--- config.mk ---
export PLATFORM = sky130hd
export DESIGN_NAME = vector_draw_command_decoder
export DESIGN_NICKNAME = d
export VERILOG_FILES = /design/src/rtl/vdcd_pkg.sv /design/src/rtl/vdcd_front.sv /design/src/rtl/vdcd_queue.sv /design/src/rtl/vdcd_back.sv /design/src/rtl/vector_draw_command_decoder.sv
export SDC_FILE = /design/constraint.sdc
export NUM_CORES = 1
export LEC_CHECK = 0
export ABC_CLOCK_PERIOD_IN_PS = 12000
export BUFFER_PORTS_ARGS = -buffer_cell sky130_fd_sc_hd__buf_2
export CORE_ASPECT_RATIO = 1.75
export CORE_MARGIN = 2
export CORE_UTILIZATION = 45
export CTS_CLUSTER_SIZE = 16
export DETAILED_ROUTE_END_ITERATION = 6
export SYNTH_ARGS = -nofsm -noshare
export SYNTH_HDL_FRONTEND = slang
export SYNTH_SLANG_ARGS = --single-unit
--- constraint.sdc ---
create_clock -name clk -period 12 [get_ports clk]
set_input_delay 1.2 -clock clk [delete_from_list [all_inputs] [get_ports clk]]
set_output_delay 1.2 -clock clk [all_outputs]
set_load 0.01 [all_outputs]
--- src/rtl/vdcd_pkg.sv ---
`timescale 1ns / 1ps
// ----------------------------------------------------------------------------
// vdcd_pkg: shared types and constants of the vector draw command decoder
// Command classes, tool codes, draw operation codes and the word formats
// that pass between the front end, the command queue and the back end.
// ----------------------------------------------------------------------------
package vdcd_pkg;

  // fixed widths of the result ports
  localparam int OUT_CW = 16;
  localparam int OUT_VW = 32;

  // command byte layout
  localparam int CMD_W  = 8;
  localparam int OPND_W = 6;

  // opcodes in bits 7..6
  typedef enum logic [1:0] {
    OPC_DX   = 2'd0,
    OPC_DY   = 2'd1,
    OPC_TOOL = 2'd2,
    OPC_DATA = 2'd3
  } opc_t;

  // tool codes
  localparam logic [OPND_W-1:0] TOOL_NONE    = 6'd0;
  localparam logic [OPND_W-1:0] TOOL_LINE    = 6'd1;
  localparam logic [OPND_W-1:0] TOOL_BLOCK   = 6'd2;
  localparam logic [OPND_W-1:0] TOOL_COLOUR  = 6'd3;
  localparam logic [OPND_W-1:0] TOOL_TARGETX = 6'd4;
  localparam logic [OPND_W-1:0] TOOL_TARGETY = 6'd5;
  localparam logic [OPND_W-1:0] TOOL_SHOW    = 6'd6;
  localparam logic [OPND_W-1:0] TOOL_PAUSE   = 6'd7;
  localparam logic [OPND_W-1:0] TOOL_EOF     = 6'd8;

  // draw operation codes on the result port
  localparam logic [2:0] DOP_LINE   = 3'd0;
  localparam logic [2:0] DOP_BLOCK  = 3'd1;
  localparam logic [2:0] DOP_COLOUR = 3'd2;
  localparam logic [2:0] DOP_SHOW   = 3'd3;
  localparam logic [2:0] DOP_PAUSE  = 3'd4;
  localparam logic [2:0] DOP_EOF    = 3'd5;

  // action class assigned by the front end
  typedef enum logic [3:0] {
    ACT_DX,
    ACT_DY,
    ACT_DATA,
    ACT_COLOUR,
    ACT_TGTX,
    ACT_TGTY,
    ACT_SHOW,
    ACT_PAUSE,
    ACT_EOF,
    ACT_SELTOOL
  } act_t;

  // classified command word
  typedef struct packed {
    act_t              act;
    logic [OPND_W-1:0] opnd;
  } cmd_t;

  // result word
  typedef struct packed {
    logic [2:0]        draw_op;
    logic [OUT_CW-1:0] from_x;
    logic [OUT_CW-1:0] from_y;
    logic [OUT_CW-1:0] to_or_width;
    logic [OUT_CW-1:0] to_or_height;
    logic [OUT_VW-1:0] value;
  } res_t;

endpackage

--- src/rtl/vdcd_front.sv ---
`timescale 1ns / 1ps
// ----------------------------------------------------------------------------
// vdcd_front: command byte classifier
// Qualifies the input handshake and splits each byte into an action class
// and its six-bit operand for the command queue.
// ----------------------------------------------------------------------------
module vdcd_front (
  input  logic                      push,
  input  logic                      q_full,
  input  logic [vdcd_pkg::CMD_W-1:0] cmd_byte,
  output logic                      q_push,
  output vdcd_pkg::cmd_t            q_word
);

  vdcd_pkg::opc_t opc;
  logic [vdcd_pkg::OPND_W-1:0] opnd;

  assign opc    = vdcd_pkg::opc_t'(cmd_byte[7:6]);
  assign opnd   = cmd_byte[vdcd_pkg::OPND_W-1:0];
  assign q_push = push && !q_full;

  // classify by opcode, and tool commands by operand
  always_comb begin
    q_word.opnd = opnd;
    q_word.act  = vdcd_pkg::ACT_DX;
    unique case (opc)
      vdcd_pkg::OPC_DX:   q_word.act = vdcd_pkg::ACT_DX;
      vdcd_pkg::OPC_DY:   q_word.act = vdcd_pkg::ACT_DY;
      vdcd_pkg::OPC_DATA: q_word.act = vdcd_pkg::ACT_DATA;
      vdcd_pkg::OPC_TOOL: begin
        if (opnd == vdcd_pkg::TOOL_COLOUR)       q_word.act = vdcd_pkg::ACT_COLOUR;
        else if (opnd == vdcd_pkg::TOOL_TARGETX) q_word.act = vdcd_pkg::ACT_TGTX;
        else if (opnd == vdcd_pkg::TOOL_TARGETY) q_word.act = vdcd_pkg::ACT_TGTY;
        else if (opnd == vdcd_pkg::TOOL_SHOW)    q_word.act = vdcd_pkg::ACT_SHOW;
        else if (opnd == vdcd_pkg::TOOL_PAUSE)   q_word.act = vdcd_pkg::ACT_PAUSE;
        else if (opnd == vdcd_pkg::TOOL_EOF)     q_word.act = vdcd_pkg::ACT_EOF;
        else                                     q_word.act = vdcd_pkg::ACT_SELTOOL;
      end
      default: q_word.act = vdcd_pkg::ACT_DX;
    endcase
  end

endmodule

--- src/rtl/vdcd_queue.sv ---
`timescale 1ns / 1ps
// ----------------------------------------------------------------------------
// vdcd_queue: small register queue
// First-in first-out buffer of DEPTH words with a fill count; the head word
// is presented while the queue is not empty.
// ----------------------------------------------------------------------------
module vdcd_queue #(
  parameter int W     = 8,
  parameter int DEPTH = 2
) (
  input  logic         clk,
  input  logic         rst_n,
  input  logic         wr_en,
  input  logic [W-1:0] wr_data,
  input  logic         rd_en,
  output logic [W-1:0] rd_data,
  output logic         full,
  output logic         empty
);

  localparam int PTR_W = (DEPTH > 1) ? $clog2(DEPTH) : 1;
  localparam int CNT_W = $clog2(DEPTH + 1);

  logic [W-1:0]     mem_r [DEPTH];
  logic [PTR_W-1:0] wr_ptr_r, wr_ptr_nxt;
  logic [PTR_W-1:0] rd_ptr_r, rd_ptr_nxt;
  logic [CNT_W-1:0] cnt_r, cnt_nxt;
  logic             do_wr, do_rd;

  assign full    = (cnt_r == CNT_W'(DEPTH));
  assign empty   = (cnt_r == '0);
  assign do_wr   = wr_en && !full;
  assign do_rd   = rd_en && !empty;
  assign rd_data = mem_r[rd_ptr_r];

  // pointer and count update
  always_comb begin
    wr_ptr_nxt = wr_ptr_r;
    rd_ptr_nxt = rd_ptr_r;
    cnt_nxt    = cnt_r;
    if (do_wr) begin
      wr_ptr_nxt = (wr_ptr_r == PTR_W'(DEPTH - 1)) ? '0 : wr_ptr_r + 1'b1;
    end
    if (do_rd) begin
      rd_ptr_nxt = (rd_ptr_r == PTR_W'(DEPTH - 1)) ? '0 : rd_ptr_r + 1'b1;
    end
    if (do_wr && !do_rd)      cnt_nxt = cnt_r + 1'b1;
    else if (do_rd && !do_wr) cnt_nxt = cnt_r - 1'b1;
  end

  always_ff @(posedge clk) begin
    if (!rst_n) begin
      wr_ptr_r <= '0;
      rd_ptr_r <= '0;
      cnt_r    <= '0;
    end else begin
      wr_ptr_r <= wr_ptr_nxt;
      rd_ptr_r <= rd_ptr_nxt;
      cnt_r    <= cnt_nxt;
    end
  end

  // storage, no reset
  always_ff @(posedge clk) begin
    if (do_wr) begin
      mem_r[wr_ptr_r] <= wr_data;
    end
  end

endmodule

--- src/rtl/vdcd_back.sv ---
`timescale 1ns / 1ps
// ----------------------------------------------------------------------------
// vdcd_back: command executor
// Holds pen, target, tool and data accumulator, carries out one classified
// command per cycle unless stalled, and writes any draw word to the result queue.
// ----------------------------------------------------------------------------
module vdcd_back #(
  parameter int COORD_WIDTH = 16,
  parameter int DATA_WIDTH  = 32
) (
  input  logic           clk,
  input  logic           rst_n,
  input  vdcd_pkg::cmd_t cmd,
  input  logic           cmd_empty,
  output logic           cmd_pop,
  input  logic           res_full,
  output logic           res_push,
  output vdcd_pkg::res_t res
);

  localparam int CW = COORD_WIDTH;
  localparam int DW = DATA_WIDTH;
  localparam int OW = vdcd_pkg::OPND_W;

  logic [CW-1:0] pen_x_r, pen_x_nxt;
  logic [CW-1:0] pen_y_r, pen_y_nxt;
  logic [CW-1:0] tgt_x_r, tgt_x_nxt;
  logic [CW-1:0] tgt_y_r, tgt_y_nxt;
  logic [OW-1:0] tool_r, tool_nxt;
  logic [DW-1:0] accum_r, accum_nxt;

  logic [CW-1:0] sop;
  logic [CW-1:0] ty_sum;
  logic [CW-1:0] acc_coord;
  logic [vdcd_pkg::OUT_VW-1:0] acc_value;
  logic [CW+vdcd_pkg::OUT_CW-1:0] ext_px, ext_py, ext_tx, ext_ty, ext_w, ext_h;
  logic [DW+vdcd_pkg::OUT_VW-1:0] ext_acc;
  logic [DW+CW-1:0] ext_acc_c;

  assign cmd_pop = !cmd_empty && !res_full;

  // operand sign extension and sums
  assign sop    = {{(CW-OW){cmd.opnd[OW-1]}}, cmd.opnd};
  assign ty_sum = tgt_y_r + sop;

  // resize to port widths: zero-extend or keep the low bits
  assign ext_px    = {{vdcd_pkg::OUT_CW{1'b0}}, pen_x_r};
  assign ext_py    = {{vdcd_pkg::OUT_CW{1'b0}}, pen_y_r};
  assign ext_tx    = {{vdcd_pkg::OUT_CW{1'b0}}, tgt_x_r};
  assign ext_ty    = {{vdcd_pkg::OUT_CW{1'b0}}, ty_sum};
  assign ext_w     = {{vdcd_pkg::OUT_CW{1'b0}}, CW'(tgt_x_r - pen_x_r)};
  assign ext_h     = {{vdcd_pkg::OUT_CW{1'b0}}, CW'(ty_sum - pen_y_r)};
  assign ext_acc   = {{vdcd_pkg::OUT_VW{1'b0}}, accum_r};
  assign ext_acc_c = {{CW{1'b0}}, accum_r};
  assign acc_value = ext_acc[vdcd_pkg::OUT_VW-1:0];
  assign acc_coord = ext_acc_c[CW-1:0];

  // execute one command
  always_comb begin
    pen_x_nxt = pen_x_r;
    pen_y_nxt = pen_y_r;
    tgt_x_nxt = tgt_x_r;
    tgt_y_nxt = tgt_y_r;
    tool_nxt  = tool_r;
    accum_nxt = accum_r;
    res_push  = 1'b0;
    res       = '0;
    if (cmd_pop) begin
      unique case (cmd.act)
        vdcd_pkg::ACT_DX: tgt_x_nxt = tgt_x_r + sop;
        vdcd_pkg::ACT_DY: begin
          tgt_y_nxt = ty_sum;
          if (tool_r == vdcd_pkg::TOOL_NONE) begin
            pen_x_nxt = tgt_x_r;
            pen_y_nxt = ty_sum;
          end else if (tool_r == vdcd_pkg::TOOL_LINE) begin
            res_push         = 1'b1;
            res.draw_op      = vdcd_pkg::DOP_LINE;
            res.from_x       = ext_px[vdcd_pkg::OUT_CW-1:0];
            res.from_y       = ext_py[vdcd_pkg::OUT_CW-1:0];
            res.to_or_width  = ext_tx[vdcd_pkg::OUT_CW-1:0];
            res.to_or_height = ext_ty[vdcd_pkg::OUT_CW-1:0];
            pen_x_nxt        = tgt_x_r;
            pen_y_nxt        = ty_sum;
          end else if (tool_r == vdcd_pkg::TOOL_BLOCK) begin
            res_push         = 1'b1;
            res.draw_op      = vdcd_pkg::DOP_BLOCK;
            res.from_x       = ext_px[vdcd_pkg::OUT_CW-1:0];
            res.from_y       = ext_py[vdcd_pkg::OUT_CW-1:0];
            res.to_or_width  = ext_w[vdcd_pkg::OUT_CW-1:0];
            res.to_or_height = ext_h[vdcd_pkg::OUT_CW-1:0];
            pen_x_nxt        = tgt_x_r;
            pen_y_nxt        = ty_sum;
          end
        end
        vdcd_pkg::ACT_DATA: accum_nxt = {accum_r[DW-OW-1:0], cmd.opnd};
        vdcd_pkg::ACT_COLOUR: begin
          res_push    = 1'b1;
          res.draw_op = vdcd_pkg::DOP_COLOUR;
          res.value   = acc_value;
          accum_nxt   = '0;
        end
        vdcd_pkg::ACT_TGTX: begin
          tgt_x_nxt = acc_coord;
          accum_nxt = '0;
        end
        vdcd_pkg::ACT_TGTY: begin
          tgt_y_nxt = acc_coord;
          accum_nxt = '0;
        end
        vdcd_pkg::ACT_SHOW: begin
          res_push    = 1'b1;
          res.draw_op = vdcd_pkg::DOP_SHOW;
          accum_nxt   = '0;
        end
        vdcd_pkg::ACT_PAUSE: begin
          res_push    = 1'b1;
          res.draw_op = vdcd_pkg::DOP_PAUSE;
          res.value   = acc_value;
          accum_nxt   = '0;
        end
        vdcd_pkg::ACT_EOF: begin
          res_push    = 1'b1;
          res.draw_op = vdcd_pkg::DOP_EOF;
          accum_nxt   = '0;
        end
        vdcd_pkg::ACT_SELTOOL: begin
          tool_nxt  = cmd.opnd;
          accum_nxt = '0;
        end
        default: ;
      endcase
    end
  end

  // drawing state
  always_ff @(posedge clk) begin
    if (!rst_n) begin
      pen_x_r <= '0;
      pen_y_r <= '0;
      tgt_x_r <= '0;
      tgt_y_r <= '0;
      tool_r  <= vdcd_pkg::TOOL_LINE;
      accum_r <= '0;
    end else begin
      pen_x_r <= pen_x_nxt;
      pen_y_r <= pen_y_nxt;
      tgt_x_r <= tgt_x_nxt;
      tgt_y_r <= tgt_y_nxt;
      tool_r  <= tool_nxt;
      accum_r <= accum_nxt;
    end
  end

endmodule

--- src/rtl/vector_draw_command_decoder.sv ---
`timescale 1ns / 1ps
// Path: a byte passes the command queue and the back end; any draw word is held in the result queue.
// Throughput: one byte per cycle unless full; the back end executes one word a cycle unless stalled.
// Stalls: full rises when the command queue fills; the back end stops when
// the result queue is full.
// Reset: synchronous, active low; clears both queues, pen, target and data
// accumulator, and selects the line tool.
// ----------------------------------------------------------------------------
// vector_draw_command_decoder: byte-coded sketch stream interpreter
// Front end classifies command bytes into a short queue; the back end runs
// them against the drawing state and queues draw words for the consumer.
// ----------------------------------------------------------------------------
module vector_draw_command_decoder #(
  parameter int COORD_WIDTH     = 16,
  parameter int DATA_WIDTH      = 32,
  parameter int CMD_QUEUE_DEPTH = 4,
  parameter int RES_QUEUE_DEPTH = 2
) (
  input  logic                               clk,
  input  logic                               rst_n,
  input  logic                               push,
  output logic                               full,
  input  logic [vdcd_pkg::CMD_W-1:0]         in_cmd_byte,
  output logic                               empty,
  input  logic                               pop,
  output logic [2:0]                         out_draw_op,
  output logic signed [vdcd_pkg::OUT_CW-1:0] out_from_x,
  output logic signed [vdcd_pkg::OUT_CW-1:0] out_from_y,
  output logic signed [vdcd_pkg::OUT_CW-1:0] out_to_or_width,
  output logic signed [vdcd_pkg::OUT_CW-1:0] out_to_or_height,
  output logic [vdcd_pkg::OUT_VW-1:0]        out_value
);

  localparam int CMD_BITS = $bits(vdcd_pkg::cmd_t);
  localparam int RES_BITS = $bits(vdcd_pkg::res_t);

  vdcd_pkg::cmd_t front_word, back_word;
  vdcd_pkg::res_t back_res, head_res;
  logic           cq_push, cq_pop, cq_empty;
  logic           rq_push, rq_full;
  logic [CMD_BITS-1:0] cq_rd;
  logic [RES_BITS-1:0] rq_rd;

  // classify incoming bytes
  vdcd_front u_front (
    .push     (push),
    .q_full   (full),
    .cmd_byte (in_cmd_byte),
    .q_push   (cq_push),
    .q_word   (front_word)
  );

  // command queue between front and back
  vdcd_queue #(
    .W     (CMD_BITS),
    .DEPTH (CMD_QUEUE_DEPTH)
  ) u_cmd_q (
    .clk     (clk),
    .rst_n   (rst_n),
    .wr_en   (cq_push),
    .wr_data (front_word),
    .rd_en   (cq_pop),
    .rd_data (cq_rd),
    .full    (full),
    .empty   (cq_empty)
  );

  assign back_word = vdcd_pkg::cmd_t'(cq_rd);

  // execute commands
  vdcd_back #(
    .COORD_WIDTH (COORD_WIDTH),
    .DATA_WIDTH  (DATA_WIDTH)
  ) u_back (
    .clk       (clk),
    .rst_n     (rst_n),
    .cmd       (back_word),
    .cmd_empty (cq_empty),
    .cmd_pop   (cq_pop),
    .res_full  (rq_full),
    .res_push  (rq_push),
    .res       (back_res)
  );

  // result queue toward the consumer
  vdcd_queue #(
    .W     (RES_BITS),
    .DEPTH (RES_QUEUE_DEPTH)
  ) u_res_q (
    .clk     (clk),
    .rst_n   (rst_n),
    .wr_en   (rq_push),
    .wr_data (back_res),
    .rd_en   (pop),
    .rd_data (rq_rd),
    .full    (rq_full),
    .empty   (empty)
  );

  assign head_res         = vdcd_pkg::res_t'(rq_rd);
  assign out_draw_op      = head_res.draw_op;
  assign out_from_x       = head_res.from_x;
  assign out_from_y       = head_res.from_y;
  assign out_to_or_width  = head_res.to_or_width;
  assign out_to_or_height = head_res.to_or_height;
  assign out_value        = head_res.value;

endmodule
==> results.md, run 1 <==
- The number of register bits inferred by synthesis is 354.
- The count of unique library cells instantiated by Yosys is 70.
- The post-route cell area is 19000 sq um.
- The number of max-cap violations is 0.
- The number of max-slew violations in the final report is 0.
- The worst setup skew after layout is 0.0225 ns.
- The total area inside the core boundary comes to 37300 sq um.
- Summed over all cells, the static leakage comes to 6.77 nW.
- The terminus of the critical flop-to-flop path is u_res_q.mem_r[0][47].
- The number of optimization iterations in the first detailed-route pass is 5.
- The number of hold buffers added after cts is 0.
- The cell chosen for the clock root is sky130_fd_sc_hd__clkbuf_16.
- The number of instances in the synthesized netlist is 1434.
- The area growth from synthesis to layout is 12.6%.
- After legalization and detailed placement, the total HPWL measured 28100 microns.
- The longest clock path from root to sink contains 3 buffers.
- The final clock period utilization by the worst path is 44.4%.
- The number of antenna violations at the first check in global routing is 0.
- During synthesis, Yosys emitted a total of 0 warnings.
- Setup repair after global routing left no endpoint under its margin.
- The die is 151 microns wide.
- The number of antenna diodes in the final layout is 0.
- STA classifies the critical path startpoint as a register.
- The detailed-routing wirelength on met1 is 15000 microns.
- Across every metal layer, demand over resource in global routing totals 21.0%.
- The critical path is of the reg -> reg type.
- The mean post-synth cell area is 11.8 sq um.
- Entering global routing, the biggest net connects 101 pins.
- In the layout the commonest cells are 238 x sky130_fd_sc_hd__edfxtp_1, 119 x sky130_fd_sc_hd__nor2_1, 115 x sky130_fd_sc_hd__dfxtp_1.
- The per-cell via count in the routed design is 5.68.
- The most used flip-flop cell after synthesis is sky130_fd_sc_hd__edfxtp_1.
- The number of cells on the worst reg-to-reg path is 16.
- The most common library cell in the layout ignoring fill and taps is sky130_fd_sc_hd__edfxtp_1.
- The power density over the cells is 259 nW/um^2.
- At the worst endpoint, the arrival time is 5.60 ns.
- Sorting the synthesized cells by area gives the leading types as sky130_fd_sc_hd__edfxtp_1 42%, sky130_fd_sc_hd__dfxtp_1 14%, sky130_fd_sc_hd__mux2_2 6.6%.
- The final wirelength is 41200 microns.
- The hold path startpoint is u_back.tgt_y_r[8].
- The largest fanout of any net on the critical path is 24.
- For the worst setup path, the data required time is 12.27 ns.
- Of the cells placed in the final design, the portion with a size suffix greater than 1 is 19.9%.
- The count of port buffers added during placement is 112.
- The number of top-level pins is 113.
- Signal routing reaches up to met4.
- In this run, post-CTS repair resized a total of 0 instances.
- The number of fill cells is 3303.
- The final RePlAce weighted congestion is 0.902.
- The number of nets in the synthesized netlist is 1518.
- The total CTS buffers is 34.
- In this run, the number of DRC markers left after iteration 0 of detailed routing was 641.
- The worst path needs 5.33 ns of the cycle, external delays included.
- In this run the cell area measured after placement is 18000 sq um.
- After clock tree synthesis, the clock-pin slew on the worst setup and hold paths is 0.06 ns.
- At the pin with the least slew margin, the transition time is 1.17 ns.
- The routed length on met3 is 1370 microns.
- Summed over all instances, the cell type with the most area after synthesis is sky130_fd_sc_hd__edfxtp_1.
- The headroom to the max-slew limit is 22.2%.
- The first-pass GRT wire length is 63700 microns.
- For this run, asynchronously set or reset flops after synthesis account for 0%.
- Summed over all nets, wire length on met2 after detailed routing comes to 22200 microns.
- The endpoint with the worst hold slack is u_back.tgt_y_r[8].
- The number of flops mapped to enable cells by yosys is 238.
- The post-route setup TNS is 0 ns.
- The die covers 39200 sq um.
- The H-tree was split into 2 levels.
- The detail route stage leaves a number of antenna-violating nets equal to 0.
- The capturing element type of the critical path is a register.
- The worst hold path passes through 2 cells.
- The mapped netlist covers 16900 sq um.
- The count of standard-cell rows is 94.
- The path type of the worst min-delay path is reg -> reg.
- The insertion delay of the later-clocked pin in the worst-skew pair is 0.54 ns.
- The area share of the largest cell type after synthesis is 42.2%.
- The die height is 261 microns.
- The via count of the first global-routing pass is 11.7k.
- The net total in the final layout is 1615.
- The number of setup buffers added after CTS is 0.
- For this block, the via count after detailed routing is 11.6k.
- The sequential-to-total area share from yosys stat is 56.0%.
- The achievable clock frequency is 188 MHz.
- The flow ran to the end, and the final reports show no timing, DRC or antenna violations.
- In the routed design, unresolved DRC markers number 0.
- In the final routed layout, each cell accounts on average for 20.2 microns.
- The aggregate global routing overflow is 0.
- The TritonCTS clock tree is built.
- Once the floorplan was initialized, standard cells occupied 45.4% of the core.
- Setup violations remaining at the end of the flow were counted as 0.
- Counting every sink on the clock net gives 354.
- The slack of the worst reg-to-reg path is 6.67 ns.
- Final hold analysis gives a worst-case slack of 0.459 ns.
- VDD sags by at most 187 uV.
- The hold violation count in the final report is 0.
-- logic make-up (layout without fill, tap and decap cells) --
| logic type | count (synthesis) | count (layout) | synth area share, % |
|---|---|---|---|
| simple gates | 391 | 391 | 11.2 |
| flops | 354 | 354 | 56.0 |
| compound gates | 328 | 328 | 13.2 |
| mux | 119 | 119 | 8.51 |
| buf+inv | 114 | 237 | 2.68 |
| fa+ha+maj | 72 | 72 | 5.55 |
| xor+xnor | 56 | 56 | 2.90 |
-- area by class of cell --
cell class / instances / area (sq um) / share of cell area, %
timing repair buffer: 128 / 681 / 3.57
sequential: 354 / 9470 / 49.7
inverter: 47 / 178 / 0.933
multi-input combinational: 966 / 7030 / 36.9
clock inverter: 20 / 165 / 0.867
tap: 480 / 601 / 3.15
clock buffer: 42 / 921 / 4.84
-- routing by layer --
metal	vias to the layer above	GRT usage, %
li1	5512	-
met1	5658	22.4
met2	290	39.3
met3	115	2.47
met4	0	12.0
met5	-	0
-- synthesized netlist by cell type, types with 3 or more instances --
cell / instances
sky130_fd_sc_hd__a31oi_1: 10
sky130_fd_sc_hd__a21oi_1: 104
sky130_fd_sc_hd__a22o_1: 9
sky130_fd_sc_hd__o221ai_1: 23
sky130_fd_sc_hd__edfxtp_1: 238
sky130_fd_sc_hd__mux2_2: 99
sky130_fd_sc_hd__or3_1: 6
sky130_fd_sc_hd__nand2b_1: 15
sky130_fd_sc_hd__a21o_1: 23
sky130_fd_sc_hd__and2_1: 75
sky130_fd_sc_hd__and3_1: 11
sky130_fd_sc_hd__inv_1: 46
sky130_fd_sc_hd__a22oi_1: 47
sky130_fd_sc_hd__fa_1: 5
sky130_fd_sc_hd__o21a_1: 10
sky130_fd_sc_hd__xor2_1: 25
sky130_fd_sc_hd__nor4_1: 5
sky130_fd_sc_hd__a2111oi_0: 3
sky130_fd_sc_hd__or2_2: 3
sky130_fd_sc_hd__buf_4: 4
sky130_fd_sc_hd__a211o_1: 9
sky130_fd_sc_hd__nor3b_1: 4
sky130_fd_sc_hd__nor2_1: 120
sky130_fd_sc_hd__o22ai_1: 5
sky130_fd_sc_hd__mux4_2: 10
sky130_fd_sc_hd__xnor2_1: 31
sky130_fd_sc_hd__a32oi_1: 3
sky130_fd_sc_hd__nor3_1: 14
sky130_fd_sc_hd__o21bai_1: 5
sky130_fd_sc_hd__nand2_1: 101
sky130_fd_sc_hd__o21ai_0: 28
sky130_fd_sc_hd__nor2b_1: 13
sky130_fd_sc_hd__dfxtp_1: 116
sky130_fd_sc_hd__a221o_1: 5
sky130_fd_sc_hd__clkbuf_1: 58
sky130_fd_sc_hd__mux2i_1: 10
sky130_fd_sc_hd__nand3_1: 12
sky130_fd_sc_hd__ha_1: 67
sky130_fd_sc_hd__a311oi_1: 3
sky130_fd_sc_hd__o211ai_1: 7
sky130_fd_sc_hd__a211oi_1: 16
-- worst max-delay path by stage --
| stage | from | to | slack [ns] |
|---|---|---|---|
| 4_1_cts | register | u_res_q.mem_r[0][0] | 6.59 |
| 2_1_floorplan | register | u_res_q.mem_r[0][0] | 5.07 |
| 5_1_grt | register | u_res_q.mem_r[0][4] | 6.28 |
| 6_report | register | u_res_q.mem_r[0][47] | 6.67 |
| 3_3_place_gp | register | u_res_q.mem_r[1][2] | 6.69 |
| 3_5_place_dp | register | u_res_q.mem_r[0][2] | 6.59 |
-- sequential cells by signal, summed over array words and instances, names as in the netlist, 3 cells and up, named ones only --
signal and flops:
u_back.acc_value 32, u_back.pen_x_r 16, u_back.pen_y_r 16, u_back.tgt_x_r 16, u_back.tgt_y_r 16, u_back.tool_r 6
u_cmd_q.cnt_r 3, u_cmd_q.mem_r 40, u_res_q.mem_r 198
-- worst max-delay path, stage by stage (launching register included) --
cell and delay (ns):
sky130_fd_sc_hd__dfxtp_1 0.73, sky130_fd_sc_hd__mux4_2 0.91, sky130_fd_sc_hd__ha_1 0.46, sky130_fd_sc_hd__o21a_1 0.24
sky130_fd_sc_hd__o2111ai_1 0.23, sky130_fd_sc_hd__o211ai_1 0.25, sky130_fd_sc_hd__nor4_1 0.31, sky130_fd_sc_hd__a211oi_1 0.09
sky130_fd_sc_hd__buf_4 0.20, sky130_fd_sc_hd__ha_1 0.35, sky130_fd_sc_hd__and2_1 0.19, sky130_fd_sc_hd__a211oi_1 0.28
sky130_fd_sc_hd__o21bai_1 0.11, sky130_fd_sc_hd__a21oi_1 0.17, sky130_fd_sc_hd__a311oi_1 0.08, sky130_fd_sc_hd__xnor2_1 0.14
sky130_fd_sc_hd__a2bb2o_1 0.31
-- report_power, final --
group	total [W]	internal [W]	leakage [nW]	switching, W
logic	0.00219	0.000882	3.18	0.00130
clock network	0.00104	0.000576	0.518	0.000468
registers	0.00169	0.00157	3.08	0.000121
total	0.00492	0.00303	6.77	0.00189
-- stage by stage --
stage               total power [W]  util, %  worst slack (ns)  std cells
detailed placement          0.00390     48.2              6.59       1975
global placement            0.00387     48.2              6.69       1975
floorplan                   0.00327        -              5.07       1434
CTS                         0.00496     51.1              6.59       2037
finish                      0.00492     51.1              6.67       2037
global route                0.00523     51.1              6.28       2037
No activity file was read; power rests on OpenSTA's default activity.
==> inputs of run 2 (changes only) <==
ABC_CLOCK_PERIOD_IN_PS = 4500   (was 12000)
clock period = 4.5 ns   (was 12 ns; I/O delays follow)
==> run 2 against run 1 <==
Clock skew fell by 0.0019 ns. Maximum frequency increased by 22%. First-iteration DRC count decreased by 9.8%. Sequential share of layout area decreased by 1.9 points. Sequential power rose to 2.7 times the previous value. Register-to-register slack worse by 6.5 ns. Non-clock buffer count grew 74.
==> results.md, run 2 (synthesized netlist as in run 1, its figures left out) <==
- The number of top-level pins was 113 (unchanged).
- The HPWL after detailed placement is 29000 microns (+3.0%).
- The post-route minimum period is 4.35 ns (-0.975 ns).
- The per-cell via count in the routed design is 5.62 (-1.1%).
- The portion of total power attributed to the clock network is 19.7% (-1.5 points).
- The category of the worst setup path launch point is a register.
- The number of antenna violations at the first check in global routing is 1 (+1).
- The worst setup skew after layout is 0.0205 ns (-0.00192 ns).
- The total area of multi-input combinational cells is 7190 sq um (+2.3%).
- The diode insertion count for antenna repair is 0 (unchanged).
- The maximum buffer depth of the clock tree was 3 (unchanged).
- The fraction of met2 tracks used by global routing is 39.2% (-0.051 points).
- The leakage power is 7.16 nW (+5.6%).
- The combinational group share of total power is 47.8% (+3.4 points).
- The most common library cell in the layout ignoring fill and taps is sky130_fd_sc_hd__edfxtp_1.
- The aggregate global routing overflow was 0 (unchanged).
- The post-route setup TNS is 0 ns (unchanged).
- The count of port buffers added during placement is 112 (unchanged).
- The pin count of the biggest net entering global routing is 76 (-25%).
- Leaving out fill and tap cells, the most frequent cells in the layout are 238 x sky130_fd_sc_hd__edfxtp_1, 119 x sky130_fd_sc_hd__nor2_1, 114 x sky130_fd_sc_hd__dfxtp_1.
- The aggregate global-route resource usage is 20.9% (-0.12 points).
- The number of setup violations in the final report is 0 (unchanged).
- The power density over the cells is 698 nW/um^2 (+170%).
- The headroom to the max-slew limit is 18.2% (-4.0 points).
- The hold violation count in the final report is 0 (unchanged).
- The most flop-heavy register is u_res_q.mem_r.
- The number of DRC violations after detailed-routing iteration 0 was 578 (-9.8%).
- The pin slew with the least headroom to its limit is 1.23 ns (+0.0605 ns).
- The number of max-slew violations in the final report is 0 (unchanged).
- The count of unresolved DRC violations after routing is 0 (unchanged).
- TritonCTS built the clock tree.
- The final RePlAce weighted congestion is 0.872 (-3.3%).
- The net total in the final layout is 1689 (+4.6%).
- The critical path required time came to 4.79 ns (-7.48 ns).
- The die height is 261 microns (unchanged).
- The die footprint came to 39200 sq um (unchanged).
- The average wire length per cell after detail routing is 19.5 microns (-3.3%).
- The internal power consumption is 0.00864 W (+190%).
- The number of nets with antenna violations after detailed routing was 0 (unchanged).
- The final clock period utilization by the worst path came to 96.7% (+52 points).
- The switching power total is 0.00521 W (+170%).
- The arrival time at the worst endpoint came to 4.64 ns (-0.96 ns).
- The clock slew seen by the registers of the worst setup and hold paths is 0.07 ns (about the same).
- The area taken by flip-flops and latches is 9480 sq um (about the same).
- The die span in x is 151 microns (unchanged).
- The sequential group share of total power was 32.5% (-1.9 points).
- The achievable clock frequency is 230 MHz (+22%).
- The via count of the first global-routing pass is 11.8k (+0.81%).
- The path type of the worst min-delay path is in -> reg.
- The met1 usage in global routing came to 22.6% (+0.14 points).
- The starting density of the core is 45.4% (unchanged).
- The H-tree depth is 2 (unchanged).
- The core footprint is 37300 sq um (unchanged).
- The worst setup path is of the reg -> reg kind.
- The synthesis-to-layout area growth is 17.2%.
- The final wirelength is 41300 microns (+0.24%).
- The number of fill cells is 3254 (-1.5%).
- The count of standard-cell rows is 94 (unchanged).
- The largest fanout of any net on the critical path is 14 (-42%).
- The via count of the routed design is 11.9k (+2.5%).
- The switching part of the total came to 37.6% (-0.86 points).
- The met3 layer usage reported by global route came to 2.55% (+0.087 points).
- The number of max-cap violations came to 0 (unchanged).
- The number of optimization iterations in the first detailed-route pass is 5 (unchanged).
- The hold slack is 0.198 ns (-0.261 ns).
- The flip-flop count of the largest register after layout is 198 (unchanged).
- The insertion delay of the later-clocked pin in the worst-skew pair is 0.54 ns (about the same).
- The worst setup path is captured at a register.
- The number of hold buffers added after cts was 0 (unchanged).
- The worst IR drop on VDD came to 361 uV (+94%).
- Setup repair after global routing could not meet its margin everywhere.
- The tree is rooted in a sky130_fd_sc_hd__clkbuf_16.
- The share of final-layout standard cells stronger than drive strength 1 is 24.5% (+4.6 points).
- The total CTS buffers came to 34 (unchanged).
- The flow ran to the end, and the final reports show no timing, DRC or antenna violations.
- The first-pass GRT wire length was 63500 microns (-0.31%).
- The CTS sink count came to 354 (unchanged).
- The layer carrying the most global-route usage is met2.
[run 2: cell types whose count changed in the layout (fill, tap and decap cells not counted), sizes merged]
cell / change
clkinvlp: -4
inv: +1
clkbuf: +3
buf: +74
[run 2: worst max-delay path, stage by stage, from the launching register on]
cell	delay (ns)
sky130_fd_sc_hd__dfxtp_4	0.37
sky130_fd_sc_hd__buf_12	0.12
sky130_fd_sc_hd__mux4_2	0.64
sky130_fd_sc_hd__buf_6	0.20
sky130_fd_sc_hd__buf_4	0.20
sky130_fd_sc_hd__ha_1	0.32
sky130_fd_sc_hd__and3_1	0.23
sky130_fd_sc_hd__a221o_1	0.32
sky130_fd_sc_hd__a211oi_2	0.26
sky130_fd_sc_hd__ha_1	0.30
sky130_fd_sc_hd__a21o_1	0.24
sky130_fd_sc_hd__a2111oi_4	0.32
sky130_fd_sc_hd__buf_4	0.16
sky130_fd_sc_hd__a311oi_2	0.04
sky130_fd_sc_hd__xnor2_1	0.15
sky130_fd_sc_hd__a2bb2o_4	0.24
[run 2: repair_timing]
item	CTS	global route
buffers inserted	1	4
resized for setup	5	24
pin swaps	2	14
endpoints found under the setup margin	3	8
[run 2: path summary, 6_finish.rpt]
| kind | startpoint | endpoint | slack [ns] | cells after the start |
|---|---|---|---|---|
| worst min-delay path | in_cmd_byte[3] | u_cmd_q.mem_r[2][3] | 0.20 | 1 |
| worst max-delay path | register | u_res_q.mem_r[0][47] | 0.15 | 15 |
| worst min register to register | u_back.pen_x_r[7] | u_back.pen_x_r[7] | 0.46 | 2 |
| worst max register to register | register | u_res_q.mem_r[0][47] | 0.15 | 15 |
[run 2: stage by stage]
stage	power (W)	cell area [sq um]	worst slack (ns)	cells	utilization [%]
4_1_cts	0.0137	19600	0.0535	2107	52.7
3_3_place_gp	0.0109	18600	-0.0636	2044	49.8
2_1_floorplan	0.00868	16900	0.0925	1434	-
5_1_grt	0.0147	19800	-0.0304	2111	53.2
6_report	0.0138	19800	0.148	2111	53.2
3_5_place_dp	0.0110	18600	-0.133	2044	49.8
[run 2: final cells by class]
class	instances	area share (%)
Timing Repair Buffer	202	6.76
Tap cell	480	3.03
Sequential cell	354	47.8
Clock buffer	45	4.55
Inverter	47	0.896
Multi-Input combinational cell	966	36.3
Clock inverter	17	0.700
[run 2: power groups by stage]
stage / registers, W / logic [W] / clock network [W]
after CTS: 0.00450 / 0.00644 / 0.00280
after global routing: 0.00456 / 0.00726 / 0.00291
after floorplan: 0.00442 / 0.00426 / 0
final: 0.00449 / 0.00662 / 0.00273
after global placement: 0.00453 / 0.00634 / 0
after detailed placement: 0.00457 / 0.00639 / 0
[run 2: routing by layer]
layer	part of all wire, %	wire, microns	up-vias
met2	54	22200	254
li1	-	-	5676
met4	5.4	2210	2
met5	0.032	13	-
met1	37	15400	5814
met3	3.5	1440	113
